### config.mk
export PLATFORM = sky130hd
export DESIGN_NAME = eti_div
export DESIGN_NICKNAME = d
export VERILOG_FILES = /design/src/rtl/assert_macros.svh /design/src/rtl/eti_pkg.sv /design/src/rtl/eti_div.sv
export SDC_FILE = /design/constraint.sdc
export NUM_CORES = 1
export LEC_CHECK = 0
export ABC_AREA = 1
export BUFFER_PORTS_ARGS = -buffer_cell sky130_fd_sc_hd__clkbuf_2
export CAP_MARGIN = 15
export CORE_MARGIN = 1.5
export CORE_UTILIZATION = 40
export DETAILED_ROUTE_END_ITERATION = 12
export GPL_ROUTABILITY_DRIVEN = 0
export HOLD_SLACK_MARGIN = 0.05
export PLACE_DENSITY = 0.61
export SLEW_MARGIN = 20
export SYNTH_ARGS = -nofsm -noshare
export SYNTH_HDL_FRONTEND = slang
export SYNTH_SLANG_ARGS = --single-unit
### constraint.sdc
create_clock -name clk -period 3.1 [get_ports clk]
set_clock_uncertainty 0.1 [all_clocks]
set_input_delay 0.31 -clock clk [delete_from_list [all_inputs] [get_ports clk]]
set_output_delay 0.31 -clock clk [all_outputs]
set_load 0.01 [all_outputs]
### src/rtl/assert_macros.svh
// Assertion macros used by the interpolator core.
// Expects clk and rst_n in the scope of use.
`ifndef ASSERT_MACROS_SVH
`define ASSERT_MACROS_SVH

// cond must hold at every edge out of reset
`define ASSERT_HOLDS(lbl, cond, msg) \
    lbl: assert property (@(posedge clk) disable iff (!rst_n) (cond)) else $error(msg);

// cons must hold in the cycle where ante holds
`define ASSERT_IMPLIES(lbl, ante, cons, msg) \
    lbl: assert property (@(posedge clk) disable iff (!rst_n) (ante) |-> (cons)) \
        else $error(msg);

`endif

### src/rtl/eti_pkg.sv
// Types, codes and constants of the enthalpy table interpolator.
// No dependencies.
package eti_pkg;

    localparam int ETI_TABLE_ROWS = 64;
    localparam int ETI_ROW_W      = 56;   // {pressure 24, enthalpy 32}
    localparam int ETI_DIVD_W     = 57;   // dividend magnitude width
    localparam int ETI_DIVS_W     = 24;   // divisor width

    localparam logic       OP_LOAD  = 1'b0;
    localparam logic       OP_QUERY = 1'b1;

    localparam logic [1:0] TBL_LIQUID = 2'd0;
    localparam logic [1:0] TBL_VAPOR  = 2'd1;
    localparam logic [1:0] TBL_SUPER  = 2'd2;

    localparam logic [1:0] ST_OK         = 2'd0;
    localparam logic [1:0] ST_EMPTY      = 2'd1;
    localparam logic [1:0] ST_RANGE      = 2'd2;
    localparam logic [1:0] ST_NO_BRACKET = 2'd3;

    localparam logic [2:0] CFG_LOW_LIMIT  = 3'd0;
    localparam logic [2:0] CFG_HIGH_LIMIT = 3'd1;
    localparam logic [2:0] CFG_LIQ_ROWS   = 3'd2;
    localparam logic [2:0] CFG_VAP_ROWS   = 3'd3;
    localparam logic [2:0] CFG_SUP_ROWS   = 3'd4;

    localparam logic signed [31:0] MINUS_ONE_Q16 = 32'shFFFF0000;
    localparam logic signed [31:0] INT32_MAX     = 32'sh7FFFFFFF;

    // x/1000 == (x * ADJ_RECIP) >> ADJ_SHIFT for every x below 2^28
    localparam logic [28:0] ADJ_RECIP = 29'd274877907;
    localparam int          ADJ_SHIFT = 38;

    typedef struct packed {
        logic               operation;
        logic [1:0]         table_select;
        logic [5:0]         row_index;
        logic [23:0]        row_pressure;
        logic signed [31:0] row_enthalpy;
        logic [23:0]        query_pressure;
        logic signed [15:0] fluid_temperature;
        logic signed [15:0] ambient_temp;
        logic signed [15:0] surrounding_temp;
    } in_item_t;

    typedef struct packed {
        logic signed [31:0] enthalpy_out;
        logic [1:0]         status;
        logic [1:0]         table_used;
    } out_item_t;

    typedef struct packed {
        logic                  start;
        logic [ETI_DIVD_W-1:0] dividend;
        logic [ETI_DIVS_W-1:0] divisor;
    } div_req_t;

    typedef struct packed {
        logic                  busy;
        logic                  done;
        logic [ETI_DIVD_W-1:0] quotient;
    } div_rsp_t;

endpackage

### src/rtl/eti_div.sv
// Restoring unsigned divider, one quotient bit per cycle.
// Depends on eti_pkg.
module eti_div
    import eti_pkg::*;
(
    input  logic     clk,
    input  logic     rst_n,
    input  div_req_t req,
    output div_rsp_t rsp
);

    localparam int CW = $clog2(ETI_DIVD_W + 1);

    logic [CW-1:0]         cnt_reg;
    logic                  done_reg;
    logic [ETI_DIVD_W-1:0] q_reg;
    logic [ETI_DIVS_W:0]   rem_reg;
    logic [ETI_DIVS_W-1:0] dvs_reg;
    logic [ETI_DIVS_W:0]   rem_sh;
    logic                  fits;

    assign rem_sh = {rem_reg[ETI_DIVS_W-1:0], q_reg[ETI_DIVD_W-1]};
    assign fits   = rem_sh >= {1'b0, dvs_reg};

    always_ff @(posedge clk or negedge rst_n)
    begin
        if (!rst_n)
        begin
            cnt_reg  <= '0;
            done_reg <= 1'b0;
        end
        else
        begin
            done_reg <= 1'b0;
            if (req.start)
            begin
                cnt_reg <= CW'(ETI_DIVD_W);
            end
            else if (cnt_reg != '0)
            begin
                cnt_reg <= cnt_reg - 1'b1;
                if (cnt_reg == CW'(1))
                begin
                    done_reg <= 1'b1;
                end
            end
        end
    end

    always_ff @(posedge clk)
    begin
        if (req.start)
        begin
            q_reg   <= req.dividend;
            rem_reg <= '0;
            dvs_reg <= req.divisor;
        end
        else if (cnt_reg != '0)
        begin
            rem_reg <= fits ? (rem_sh - {1'b0, dvs_reg}) : rem_sh;
            q_reg   <= {q_reg[ETI_DIVD_W-2:0], fits};
        end
    end

    assign rsp.busy     = cnt_reg != '0;
    assign rsp.done     = done_reg;
    assign rsp.quotient = q_reg;

endmodule

# After elaboration in Yosys (flattened, before gate mapping)
# Cells that the tools add are included.
# W data, S select, Z words.
op_classes:
  magnitude_cmp: 1
  n_bitwise: 0
  n_mux: 8
  n_eq_ne: 1
  reduce_logical: 2
  n_shift: 0
  div: 0
  multipliers: 0
  n_addsub: 2
ops:
  columns: ["cell", "n"]
  rows:
  - ["$mux W57", 2]
  - ["$ge A25 B24 Y1", 1]
  - ["$mux W24", 1]
  - ["$sub A24 B24 Y24", 1]
  - ["$mux W6", 2]
  - ["$eq A6 B1 Y1 const B", 1]
  - ["$reduce_bool A6 Y1", 1]
  - ["$sub A6 B1 Y6 const B", 1]
  - ["$mux W1", 3]
  - ["$reduce_bool A2 Y1", 1]
word_totals:
  n_memories: 0
  latch_bits: 0
  mem_bits_rw: 0
  rom_bits: 0
  register_bits: 112

# Longest topological paths before layout
depth:
  word_depth: 4
  ltp_mapped: 14
  ltp_nobuf: 14

# Worst setup path before layout
# OpenSTA, ideal clock, no wires.
synth_timing:
  path_kind: "register to register"
  startpoint: "reg cnt_reg[0]"
  endpoint: "reg q_reg[0] (enable)"
  arrival_time_ps: 2838
  slack_ps: -282
  path_stages_with_launch: 9
  t_required_ps: 2555
  path_cell_list: "dfrtp_1 > inv_1 > ha_1 > inv_1 > nor3_2 > nand2_1 > nor2_2 > inv_2 > clkbuf_1"
synth_rtl:
  columns: ["item", "line", "rtl"]
  rows:
  - ["from (decl)", "eti_div.sv:14", "logic [CW-1:0] cnt_reg;"]
  - ["from (signal assigned)", "eti_div.sv:37", "cnt_reg <= CW'(ETI_DIVD_W);"]
  - ["from (signal assigned)", "eti_div.sv:41", "cnt_reg <= cnt_reg - 1'b1;"]
  - ["to (signal assigned)", "eti_div.sv:54", "q_reg <= req.dividend;"]
  - ["to (signal assigned)", "eti_div.sv:61", "q_reg <= {q_reg[ETI_DIVD_W-2:0], fits};"]
  - ["to (decl)", "eti_div.sv:16", "logic [ETI_DIVD_W-1:0] q_reg;"]

# Final worst setup path
layout_timing:
  startpoint: "reg q_reg[56]"
  endpoint: "reg rem_reg[12]"
layout_via:
  elab_chain_len: 2
layout_rtl:
  columns: ["item", "line", "rtl"]
  rows:
  - ["$sub A24 B24 Y24 / $ge A25 B24 Y1 (equally long branches)", "eti_div.sv:60, eti_div.sv:23", null]
  - ["$mux W24 (*)", "eti_div.sv:60", "rem_reg <= fits ? (rem_sh - {1'b0, dvs_reg}) : rem_sh;"]
  - ["to (signal assigned)", "eti_div.sv:60", null]
  - ["to (decl)", "eti_div.sv:17", "logic [ETI_DIVS_W:0] rem_reg;"]
# Every way passes the cells marked *; elsewhere a longest branch is shown, timed or not.
# A chain may end at the register's enable or synchronous reset.

==> results.md <==
* Post-synth EDFFs at 81
* Die area at 17200 um2
* Worst Hold Class: input port to flop
* Status: complete, no violations
* TritonCTS Sinks at 112
* Vias in the first global route at 5557
* Synth Register Bits at 112
* CTS Buf Count at 9
* RSZ-0062 raised after global routing: false
* Layout Nets at 1133
* Latest clock arrival within the worst-skew pair at 350 ps
* Pwr Total at 5340 uW
* Via count at 5809
* Gate Count Post-Synth at 863
* Synth-to-layout area growth at 22.4%
* Hold buffer count at CTS at 23
* Clock-pin slew on the worst setup and hold paths at 80 ps
* Crit-path max cell delay at 420 ps
* Pin count of the biggest net entering global routing at 73
* Routed Antenna Nets at 0
* Yosys cell types at 38
* Die Ht at 131 um
* Max Fanout on Critical Path at 3
* Tmin final at 2420 ps
* Worst Setup End Kind: flop
* Power Dens Cells at 662 nW/um2
* Post-CTS Setup Bufs at 0
* Most common cell after layout, fill and taps aside: nand2_1
* DIE WIDTH at 131 um
* Slowest CP cell: fa_1
* Slew @ Worst Pin at 856 ps
* Mapped Nets at 974
* 1st-iter DRT viols at 399
* Gr ovfl total at 0
* Mean Syn Cell Area at 7.63 um2
* Synthesized cell area at 6580 um2
* Final instance area at 8060 um2
* Vias per Instance at 4.68
* Max-slew violations at 0
* Max reg flops at 57
* Max-Cap Viols at 0
* Crit-path cells: inv_1 > ha_1 > fa_1 > inv_1 > a21oi_1 > o21bai_1 > nand2_1 > nand3_1 > nand3_2 > nand3_1 > nand2_1
* Initial core utilization at 41.1%
* H-Tree Depth at 3
* HPWL after DPL at 12600 um
* Initial antenna violation count at 0
* Initial DRT Pass Iterations at 5
* Startpoint type of the worst setup path: flop
* Synthesis warning total at 0
* # rows at 46
* WP data required at 3240 ps
* Core Box Area at 16000 um2
* CP top delay family: adder cells
* I/O Pins at 143
* Wire per inst at 13.8 um
* Final Hold Vio Count at 0
* Most common flop cell mapped by yosys: edfxtp_1
* WP buf/inv at 2
* Core Util, Final at 50.4%
* Sequential element share of the synthesized area at 46.9%
* Most frequent cells in the layout: nand2_1 (371), clkbuf_2 (141), inv_1 (133)
* Setup violations, final at 0
* CTS tree: done
* GRT Total Usage at 20.5%
* Final setup TNS at 0 ps
* Layout cells sized above 1 at 19.1%
* Worst EP arrival at 2560 ps
* Clock Tree Root: clkbuf_16
* Quantity of I/O buffers inserted on ports at 142
* Rel. slew slack at 42.9%
* First-pass GRT wire length at 28200 um
* Placed cell areas at 7490 um2
* Clock buffer depth at 2
* Cts repair resizes at 0
* # diodes at 0
* Leakage at 0.00425 uW
* Final cycle utilization of the critical path at 78.2%
* Post-synth ARST share at 6.25%
* Residual DRC count at 0
* F_max at 0.413 GHz
* Setup Crit Path Kind: flop to flop
* Routed WL at 17200 um
* Peak supply drop at 328 uV
## where the power goes
part           total, uW  internal [uW]  switching (uW)  leakage, uW
Clock               1270            711             563     0.000156
Sequential          1970           1840             138      0.00114
Combinational       2090            766            1320      0.00295
## per-layer routing
layer  track usage (%)  wire length, um  vias up
met5                 0                0        -
met4              3.83              107        0
met3              6.33             1150        7
met2              34.1             7940      163
met1              26.5             7980     2617
li1                  -                -     3022
## through the flow
step,cells,setup slack (ps),hold WS [ps]
after global placement,1202,760,67.4
after detailed placement,1202,718,67.2
after global routing,1242,489,110
final,1242,676,119
after CTS,1240,705,54.6
after floorplan,863,570,-85.6
## worst paths after layout
check | to | from | cells after the start | slack [ps]
max | rem_reg[12] | q_reg[56] | 11 | 680
min in group asynchronous | cnt_reg[2] | rst_n | 2 | 230
max in group asynchronous | cnt_reg[5] | rst_n | 2 | 2490
min reg2reg | rem_reg[14] | rem_reg[14] | 2 | 380
max reg2reg | rem_reg[12] | q_reg[56] | 11 | 680
min | q_reg[41] | req[65] | 3 | 120
## area by class of cell
| type | count | area [um2] |
|---|---|---|
| inverters | 144 | 541 |
| flip-flops and latches | 112 | 3090 |
| multi-input cells | 581 | 2830 |
| well taps | 216 | 270 |
| repair buffers | 174 | 1020 |
| clock inverters | 6 | 93.8 |
| clock buffers | 9 | 225 |
| fillers | 1666 | 7940 |
## cells by family (layout without fill, tap and decap cells)
group	after synthesis	count (layout)	synth area share, %
adders and majority gates	27	27	5.25
and+or+nand+nor	512	512	33.5
xor gates and xnor gates	12	12	1.60
AOI/OAI and AO/OA	30	30	2.62
buffers and inverters	170	333	10.2
DFF	112	112	46.9
## cells in the mapped netlist, drive strengths merged (2+ instances only)
master    n  area [um2]
nand2   375        1420
o21ai    11        55.1
dfrtp     7         175
nor3      5        35.0
nand3    62         388
clkinv    4        15.0
a21oi    14        81.3
xor2      2        17.5
o21bai    2        15.0
clkbuf   14        52.6
xnor2    10        87.6
nand3b    2        15.0
nand4    29         181
buf      12        75.1
nor2     37         154
dfxtp    24         480
edfxtp   81        2430
ha       26         325
inv     140         526
## worst min-delay path, delay by kind of cell
family / cells / cell delay, ps
and+or+nand+nor: 2 / 90
buffers and inverters: 1 / 70
Note: power is estimated with default switching activity, not from simulation.
