===== config.mk =====
export PLATFORM = sky130hd
export DESIGN_NAME = eti_ram
export DESIGN_NICKNAME = d
export VERILOG_FILES = /design/src/rtl/assert_macros.svh /design/src/rtl/eti_ram.sv
export SDC_FILE = /design/constraint.sdc
export NUM_CORES = 1
export LEC_CHECK = 0
export BUFFER_PORTS_ARGS = -buffer_cell sky130_fd_sc_hd__buf_2
export CORE_UTILIZATION = 50
export CTS_CLUSTER_DIAMETER = 100
export DETAILED_ROUTE_END_ITERATION = 10
export MAX_ROUTING_LAYER = met4
export PLACE_DENSITY_LB_ADDON = 0.1
export SLEW_MARGIN = 5
export SYNTH_ARGS = -nofsm -noshare
export SYNTH_HDL_FRONTEND = slang
export SYNTH_SLANG_ARGS = --single-unit

===== constraint.sdc =====
create_clock -name clk -period 5.6 [get_ports clk]
set_clock_uncertainty 0.15 [all_clocks]
set_input_delay 1.12 -clock clk [delete_from_list [all_inputs] [get_ports clk]]
set_output_delay 1.12 -clock clk [all_outputs]
set_load 0.05 [all_outputs]

===== src/rtl/assert_macros.svh =====
// Assertion macros used by the interpolator core.
// Expects clk and rst_n in the scope of use.
`ifndef ASSERT_MACROS_SVH
`define ASSERT_MACROS_SVH

// cond must hold at every edge out of reset
`define ASSERT_HOLDS(lbl, cond, msg) \
    lbl: assert property (@(posedge clk) disable iff (!rst_n) (cond)) else $error(msg);

// cons must hold in the cycle where ante holds
`define ASSERT_IMPLIES(lbl, ante, cons, msg) \
    lbl: assert property (@(posedge clk) disable iff (!rst_n) (ante) |-> (cons)) \
        else $error(msg);

`endif


===== src/rtl/eti_ram.sv =====
// Generic single-write, single-read RAM with registered read data.
// No dependencies.
module eti_ram #(
    parameter int WIDTH = 8,
    parameter int DEPTH = 16
) (
    input  logic                     clk,
    input  logic                     we,
    input  logic [$clog2(DEPTH)-1:0] waddr,
    input  logic [WIDTH-1:0]         wdata,
    input  logic                     re,
    input  logic [$clog2(DEPTH)-1:0] raddr,
    output logic [WIDTH-1:0]         rdata
);

    logic [WIDTH-1:0] mem [DEPTH];

    always_ff @(posedge clk)
    begin
        if (we)
        begin
            mem[waddr] <= wdata;
        end
        if (re)
        begin
            rdata <= mem[raddr];
        end
    end

endmodule


# Word level (Yosys, flattened, before mapping)
# Memories as Yosys holds them, arrays and structs flattened. A register that Yosys moved wholly into a read port is not among the register bits.
# Index checks and enable logic that the tools add are counted.
# W data, S select, Z words.
# word_totals
regBits	0
mem_bits_rw	128
in_bits	19
output_inout_bits	8
memories	1
# mem_list
memory	depth	width	rd	rd_ports_with_merged_regs	wr	line_no	rtl
mem	16	8	1	1	1	eti_ram.sv:16	logic [WIDTH-1:0] mem [DEPTH];
# classes
n_mux	2
# ops
cell	count
$mux W1	2

# Longest topological paths before layout
# Gate-level depths: netlist (run 1).
# depth
depth_word	2
ltp_mapped	5
mapped_depth_nobuf	3

# Worst setup path before layout (run 1)
# Ideal clock, no wire load.
# synth_path
kind	input-to-reg
startpoint	input port waddr[2]
endpoint	memory mem[0][0] (enable)
arrival_ps	2230
t_required_ps	5067
setup_slack_ps	2837
stages	2
n_path_buf	0
cell_sequence	or3b_2 -> nor3_1
# synth_rtl
element	line_no	rtl
start: declaration	eti_ram.sv:9	input logic [$clog2(DEPTH)-1:0] waddr,
end: declaration	eti_ram.sv:16	
# Straight into the memory's write port.

==> results, run 1 <==
- The flow ran to the end, and the final reports show no timing, DRC or antenna violations.
- The row count is 36.
- The cell family with the largest share of critical-path delay is buffers and inverters.
- The net count after synthesis is 248.
- After clock tree synthesis, the clock-pin slew on the worst setup and hold paths is 60 ps.
- The mean instance size in the synthesized netlist is about 23 um^2.
- For the worst setup path, the data arrival time is ~3000 ps.
- The height of the die is 104 um.
- Along the worst hold path, the cell count comes to 3.
- The number of H-tree levels is 4.
- Max-cap violations in this run came to 0.
- Overall power consumption after layout is estimated at around 2.4 mW.
- Setup violations remaining at the end of the flow were counted as 0.
- Setup repair after global routing left no endpoint under its margin.
- In this run, distinct cell masters in the synthesized netlist total 18.
- The post-CTS setup buffer count is 0.
- At the pin with the least slew margin, the transition time is roughly 1000 ps.
- The total number of nets in the final design is between 200 and 300.
- The post-synthesis cell count is around 230.
- In this run the critical register-to-register path is launched from mem[1][5].
- The area of the mapped netlist is ~5200 um^2.
- The cell at the root of the clock tree is sky130_fd_sc_hd__clkbuf_8.
- The setup check on the worst reg-to-reg path leaves a slack of roughly 4000 ps.
- The delay of the slowest cell on the worst path is 770 ps.
- The iteration count of the initial detailed-routing pass is 4.
- The average vias per placed instance is approximately 5.7.
- Hold repair after CTS inserted 0 buffers.
- The count of endpoints failing hold in the final timing report came to 0.
- The endpoint identified for the worst register-to-register timing path is rdata[5].
- The count of placed standard cells in the final layout, fillers left out is 411.
- The final critical path time including I/O delays and setup is around 2900 ps.
- The power density over the cells is ~390 nW/um^2.
- The number of buffers on the longest clock path is 2.
- For this run, the number of Yosys warnings is 0.
- Timing would allow up to 350 MHz.
- The fraction of the yosys area taken by sequential cells is between 70% and 80%.
- The pin count of the biggest net entering global routing is 33.
- Counting flops and latches in the post-synthesis netlist gives between 100 and 150.
- The sum of net half-perimeters after detailed placement is between 5 and 6 mm.
- By area, the combinational part of the netlist is dominated by multiplexers.
- Counting the buffers created by CTS gives 17.
- The synthesized design contains between 100 and 150 enable-type register cells.
- The final layout contains routed wiring with a total length of around 9.4 mm.
- The core area is roughly 10000 um^2.
- The mean routed wirelength per cell is approximately 23 um.
- The count of unresolved DRC violations after routing is 0.
- The number of buffers and inverters on the critical path is 1.
- The width of the die is 104 um.
- The final weighted congestion of routability-driven global placement is between 0.6 and 0.7.
- The number of sinks handled by clock tree synthesis is between 100 and 150.
- The count of final max-slew check failures is 0.
- The initial cell density of the core is between 50 and 60%.
- The destination of the worst hold path is rdata[3].
- The latest clock arrival within the worst-skew pair is ~500 ps.
- The via count of the first global-routing pass is 2468.
- The area fraction in compound gates after synthesis is ~2.3%.
- The placed instance count is between 300 and 400.
- The worst relative slew slack is a little under a third.
- After filler insertion, the fill cell instance count of the layout stands at slightly above 700.
- The count of instances resized after the clock tree is built is 0.
- The arithmetic-cell share of the synthesized area counting full adders, half adders and majority gates is 0%.
- Data on the critical path is required at its endpoint by around 5700 ps.
- The total global routing overflow is 0.
- The critical path class is primary input to flip-flop.
- The total of buffers placed on input and output ports is 26.
- 0 antenna diodes ended up in the layout.
- The worst setup path is captured at a flip-flop.
- The ratio of final minimum period to clock period is between 50 and 60%.
- The startpoint identified for the worst hold timing path is mem[8][3].
- Adding up every negative setup slack in the final design gives 0 ps.
- In this run the static leakage power is roughly 2.0 nW.
- The initial antenna violation count was 0.
- The wire length of the first global-routing pass is approximately 15 mm.
- The path category of the worst min-delay check is flip-flop to flip-flop.
- Counting cells, the worst reg-to-reg path comes to 3.
- The vias after detailed routing is 2352.
- Of all flip-flops after synthesis, the portion carrying an async set or reset was 0%.
- The area share of and/or/nand/nor cells after synthesis is 3.14%.
- The overall die area is about 11000 um^2.
- In the synthesized netlist the dominant register cell turns out to be sky130_fd_sc_hd__edfxtp_1.
- The worst-path cell with the longest stage delay is sky130_fd_sc_hd__buf_2.
- Of the cells placed in the final design, the portion with a size suffix greater than 1 is roughly 28%.
- The xor and xnor fraction of the mapped netlist area is 0%.
- The mux contribution to synthesized area is approximately 15%.
- The worst setup path is launched from a primary input.
- Along the worst path, the maximum fanout reaches 32.
- The signal on the critical path passes through buf_2 -> mux4_1 -> a22oi_1 -> nand2_1.
- The worst voltage drop across the vdd grid is about 220 uV.
- The total global-route track usage is about 20%.
- The area growth from synthesis to layout is 16.0%.
- The number of top-level design ports is 27.
- TritonCTS built the clock tree.
- The number of routed nets with antenna violations is 0.
- The count of routing violations after the opening detailed-route iteration is 122.
==> worst max-delay path by stage <==
stage,from,endpoint,slack (ps),cells after the start
after floorplan,waddr[2],mem[0][0],2840,2
after global placement,raddr[0],rdata[3],2150,4
after detailed placement,raddr[0],rdata[3],2180,4
after CTS,raddr[0],rdata[3],2710,4
after global routing,raddr[0],rdata[5],2630,4
final,raddr[0],rdata[5],2740,4
==> sequential cells by signal, indices dropped and copies added (netlist names) <==
| signal | count |
|---|---|
| mem | 128 |
| rdata | 8 |
==> power breakdown <==
part | total, mW | switching [mW] | internal [mW]
sequential | 1.15 | 0.00647 | 1.15
clock | 1.10 | 0.385 | 0.717
combinational | 0.113 | 0.0729 | 0.0399
==> through the flow <==
stage,worst slack (ps),util (%),hold slack (ps),area (um^2)
after floorplan,2840,-,555,5230
after global placement,2150,54.9,584,5470
after detailed placement,2180,54.9,596,5470
after CTS,2710,60.9,606,6060
after global routing,2630,60.9,616,6060
final,2740,60.9,601,6060
==> cell type report <==
class	instances	area [um^2]	share of cell area [%]
flip-flops and latches	136	4080	67.4
clock inverters	12	179	2.95
well taps	133	166	2.75
repair buffers	29	153	2.52
multi-input cells	83	1060	17.5
clock buffers	18	418	6.89
==> cells in the mapped netlist (2+ instances only) <==
| cell type | n | area, um^2 |
|---|---|---|
| sky130_fd_sc_hd__edfxtp_1 | 136 | 4080 |
| sky130_fd_sc_hd__mux4_2 | 18 | 405 |
| sky130_fd_sc_hd__a22oi_1 | 16 | 120 |
| sky130_fd_sc_hd__mux4_1 | 14 | 368 |
| sky130_fd_sc_hd__nor2_1 | 13 | 48.8 |
| sky130_fd_sc_hd__nand2_1 | 9 | 33.8 |
| sky130_fd_sc_hd__nor3_1 | 4 | 20.0 |
| sky130_fd_sc_hd__buf_2 | 3 | 15.0 |
| sky130_fd_sc_hd__buf_6 | 3 | 33.8 |
| sky130_fd_sc_hd__clkdlybuf4s25_2 | 3 | 30.0 |
| sky130_fd_sc_hd__nand2b_1 | 2 | 12.5 |
| sky130_fd_sc_hd__nand3b_1 | 2 | 15.0 |
==> cells in the final DEF, fill, tap and decap left out <==
cell type,instances
sky130_fd_sc_hd__a22oi_1,16
sky130_fd_sc_hd__and2_1,1
sky130_fd_sc_hd__and2b_1,1
sky130_fd_sc_hd__buf_2,26
sky130_fd_sc_hd__buf_4,3
sky130_fd_sc_hd__bufinv_16,4
sky130_fd_sc_hd__clkbuf_1,1
sky130_fd_sc_hd__clkbuf_16,16
sky130_fd_sc_hd__clkbuf_8,1
sky130_fd_sc_hd__clkinv_2,2
sky130_fd_sc_hd__clkinv_4,3
sky130_fd_sc_hd__clkinvlp_4,3
sky130_fd_sc_hd__edfxtp_1,136
sky130_fd_sc_hd__mux4_1,14
sky130_fd_sc_hd__mux4_2,18
sky130_fd_sc_hd__nand2_1,9
sky130_fd_sc_hd__nand2b_1,2
sky130_fd_sc_hd__nand3_1,1
sky130_fd_sc_hd__nand3b_1,2
sky130_fd_sc_hd__nor2_1,13
sky130_fd_sc_hd__nor2b_1,1
sky130_fd_sc_hd__nor3_1,3
sky130_fd_sc_hd__nor3_2,1
sky130_fd_sc_hd__or3b_2,1
==> worst register-to-register path, cell delays in order (launching register included) <==
cell and delay (ps):
sky130_fd_sc_hd__edfxtp_1 350, sky130_fd_sc_hd__mux4_1 500, sky130_fd_sc_hd__a22oi_1 290, sky130_fd_sc_hd__nand2_1 100
==> per-layer routing <==
| metal | vias to the layer above | share of wire [%] | global-route usage [%] |
|---|---|---|---|
| met1 | 1227 | 44 | 26.1 |
| met4 | 0 | 1.1 | 7.86 |
| li1 | 1061 | - | - |
| met3 | 10 | 3.9 | 4.51 |
| met2 | 54 | 51 | 30.1 |
| met5 | - | 0 | - |
==> kinds of logic after synthesis <==
family          after synthesis
compound gates               16
buf+inv                      10
flops                       136
mux                          32
simple gates                 35
Power figures use the tool's default switching activity.
==> inputs of run 2 (changes only) <==
Clock period 5.6 ns to 3 ns, I/O delays scaled along.
==> run 2 against run 1 <==
  * First-iteration DRC count is 8.2% lower
  * Register-to-register slack got worse by 2600 ps
  * Critical endpoint is now rdata[3]
  * Non-clock buffer count rose by 16
  * Clock-buffer cell count increased by 1
  * Die area did not move
  * Worst hold slack got worse by 290 ps
  * Highest routed layer unchanged
  * Sequential share of layout area decreased by 2.1 points
  * Utilization is 1.9 points higher
==> results, run 2 (synthesis gave the netlist of run 1 again) <==
- Together, buffers and inverters on the worst path number 2.
- The worst reg2reg path startpoint is mem[10][1].
- At the end of routability-driven placement, the weighted congestion stood at roughly 0.71.
- The number of cells on the worst reg-to-reg path is 3.
- The floorplan step set the die width to between 100 and 150 um.
- The total global routing overflow is 0.
- Once detail routing completed, the nets flagged for antenna violations numbered 0.
- The worst voltage drop across the vdd grid is around 360 uV.
- The run finished with clean final reports.
- The met1 demand-to-capacity share in global routing is 26.2%.
- The count of final max-slew check failures is 0.
- For met3 alone, demand over resource in global routing was under 10%.
- The final critical path time including I/O delays and setup is ~1900 ps.
- The number of top-level design ports is 27.
- Setup violations remaining at the end of the flow were counted as 0.
- For met2 alone, demand over resource in global routing was just under 30%.
- Once detailed placement completed, the half-perimeter wirelength came to 5.96 mm.
- Port buffering added 26 buffers.
- Clock tree synthesis found a total of 136 sinks.
- The worst relative slew slack is about half.
- In this run, the number of DRC markers left after iteration 0 of detailed routing was 112.
- In this run the number of cells on the critical path is 5.
- The number of H-tree levels is 4.
- After detailed placement, the design holds a cell count of 397.
- After routing, the total negative slack on setup checks comes to 0 ps.
- The total global-route track usage is 19.6%.
- The register ranked first by flip-flop count is mem.
- The worst setup path is launched from a primary input.
- The number of maximum-capacitance constraint violations is 0.
- The wire length of the first global-routing pass is approximately 15 mm.
- For this design the ratio of total power to cell area is between 700 and 800 nW/um^2.
- Entering global routing, the biggest net connects 28 pins.
- The core area is ~10000 um^2.
- Leaving out fill and tap cells, the most frequent cells in the layout are sky130_fd_sc_hd__edfxtp_1, sky130_fd_sc_hd__buf_2, sky130_fd_sc_hd__mux4_2.
- The worst-path cell with the longest stage delay is sky130_fd_sc_hd__mux4_1.
- The worst flop-to-flop path endpoint is rdata[1].
- The post-CTS setup buffer count is 0.
- The proportion of layout cells with a drive suffix above 1 is 31.2%.
- The global routing's busiest layer is met2.
- After floorplanning, the core was divided into 36 placement rows.
- The initial antenna violation count is 1.
- The TritonCTS buffer count is 17.
- The largest registers in the layout are mem x128, rdata x8.
- Dividing the detail-routed wire length by the instance count gives ~22 um.
- Along the worst path, the maximum fanout reaches 27.
- The delay of the slowest cell on the worst path is ~570 ps.
- The overall routed net length is just over 9 mm.
- The clock-pin slew reported for the worst setup and hold paths after clock tree synthesis is 60 ps.
- The start point of the critical path is raddr[0].
- In the routed layout, each cell is associated on average with a via count of between 5 and 6.
- The number of hold buffers added after CTS is 0.
- In this run the static leakage power is 2.13 nW.
- The critical path class is primary input to flip-flop.
- The critical path goes through buf_2 -> buf_12 -> mux4_1 -> a22oi_1 -> nand2_1.
- The count of placed standard cells in the final layout, fillers left out is between 400 and 500.
- The iteration count of the initial detailed-routing pass is 4.
- The worst setup path is captured at a flip-flop.
- The die covers 10900 um^2.
- The CTS tree is done.
- After detailed routing, the number of remaining DRC violations is 0.
- The final layout contains slightly above 300 nets.
- In this run the vertical extent of the chip is 104 um.
- The count of endpoints failing hold in the final timing report came to 0.
- The slack of the worst reg-to-reg path is between 1000 and 1500 ps.
- Setup repair after global routing left no endpoint under its margin.
- The most frequent standard cell in the layout excluding fill and tap cells is sky130_fd_sc_hd__edfxtp_1.
- The via count of the first global-routing pass is around 2500.
- In the finished design, the share of the clock period the worst path needs comes to between 60% and 70%.
- The initial cell density of the core is between 50 and 60%.
- For the worst setup path, the data required time is 3110 ps.
- The cell at the root of the clock tree is sky130_fd_sc_hd__clkbuf_8.
- At the worst endpoint, the arrival time is 2000 ps.
- The flip-flop count of the largest register, all copies and words added is 128.
- The signed area change from the synthesized netlist to the final layout is 19.6%.
- For this run, the top clock speed supported by timing is between 500 and 600 MHz.
- For the pin with the worst max-slew slack, the measured transition is ~730 ps.
- The tightest min-delay check is of the primary input to flip-flop type.
- The count of instances resized after the clock tree is built is 0.
- At the placement stage, the worst setup path has a slack of around 540 ps.
- The latest clock arrival within the worst-skew pair is 510 ps.
- The routed layout has around 2400 vias.
- The number of buffers on the longest clock path is 2.
- Broken down by cell family, the worst path's largest delay share belongs to multiplexers.
- Following the worst setup path forward leads to its endpoint at rdata[3].
- Setup slack closes at around 1100 ps.
- The final core utilization is a little over three fifths.
[run 2: cell types whose count changed in the layout (fill, tap and decap cells not counted), sizes merged]
| cell | previous run | this run |
|---|---|---|
| diode | 0 | 1 |
| clkbuf | 18 | 19 |
| bufinv | 4 | 6 |
| clkinvlp | 3 | 0 |
| buf | 29 | 45 |
| inv | 0 | 1 |
[run 2: worst min path at each step]
stage               startpoint         to  slack [ps]  depth (start not counted)
global route                re   rdata[3]         290                          1
detailed placement   mem[8][3]   rdata[3]         590                          3
floorplan             wdata[0]  mem[0][0]         550                          0
CTS                         re   rdata[3]         290                          1
global placement    mem[14][6]   rdata[6]         580                          3
finish                      re   rdata[3]         310                          1
[run 2: cell type report]
type                    instances  area [um^2]
diodes                          1         2.50
repair buffers                 45          298
clock buffers                  19          422
multi-input cells              83         1060
fillers                       680         3700
flip-flops and latches        136         4080
clock inverters                12          224
well taps                     133          166
[run 2: where the power goes]
group | leakage, nW | switching, mW | internal (mW) | total, mW
logic | 0.583 | 0.136 | 0.0836 | 0.220
registers | 1.24 | 0.0115 | 2.14 | 2.15
clock network | 0.314 | 0.737 | 1.51 | 2.25
[run 2: through the flow]
step           power (mW)  area [um^2]  hold WS, ps
6_report             4.62         6250          308
5_1_grt              4.76         6250          290
4_1_cts              4.66         6250          294
2_1_floorplan        2.33         5230          549
3_3_place_gp         2.41         5610          576
3_5_place_dp         2.42         5610          593
[run 2: routing by layer]
metal  vias to the layer above  share of wire, %
li1                       1092                 -
met1                      1265                44
met2                        66                50
met3                        10               5.5
met4                         0              0.97
met5                         -                 0
[run 2: worst reg2reg max path, cell delays in order, from the launching register on]
cell	delay, ps
sky130_fd_sc_hd__edfxtp_1	380
sky130_fd_sc_hd__mux4_1	510
sky130_fd_sc_hd__a22oi_1	240
sky130_fd_sc_hd__nand2_1	80
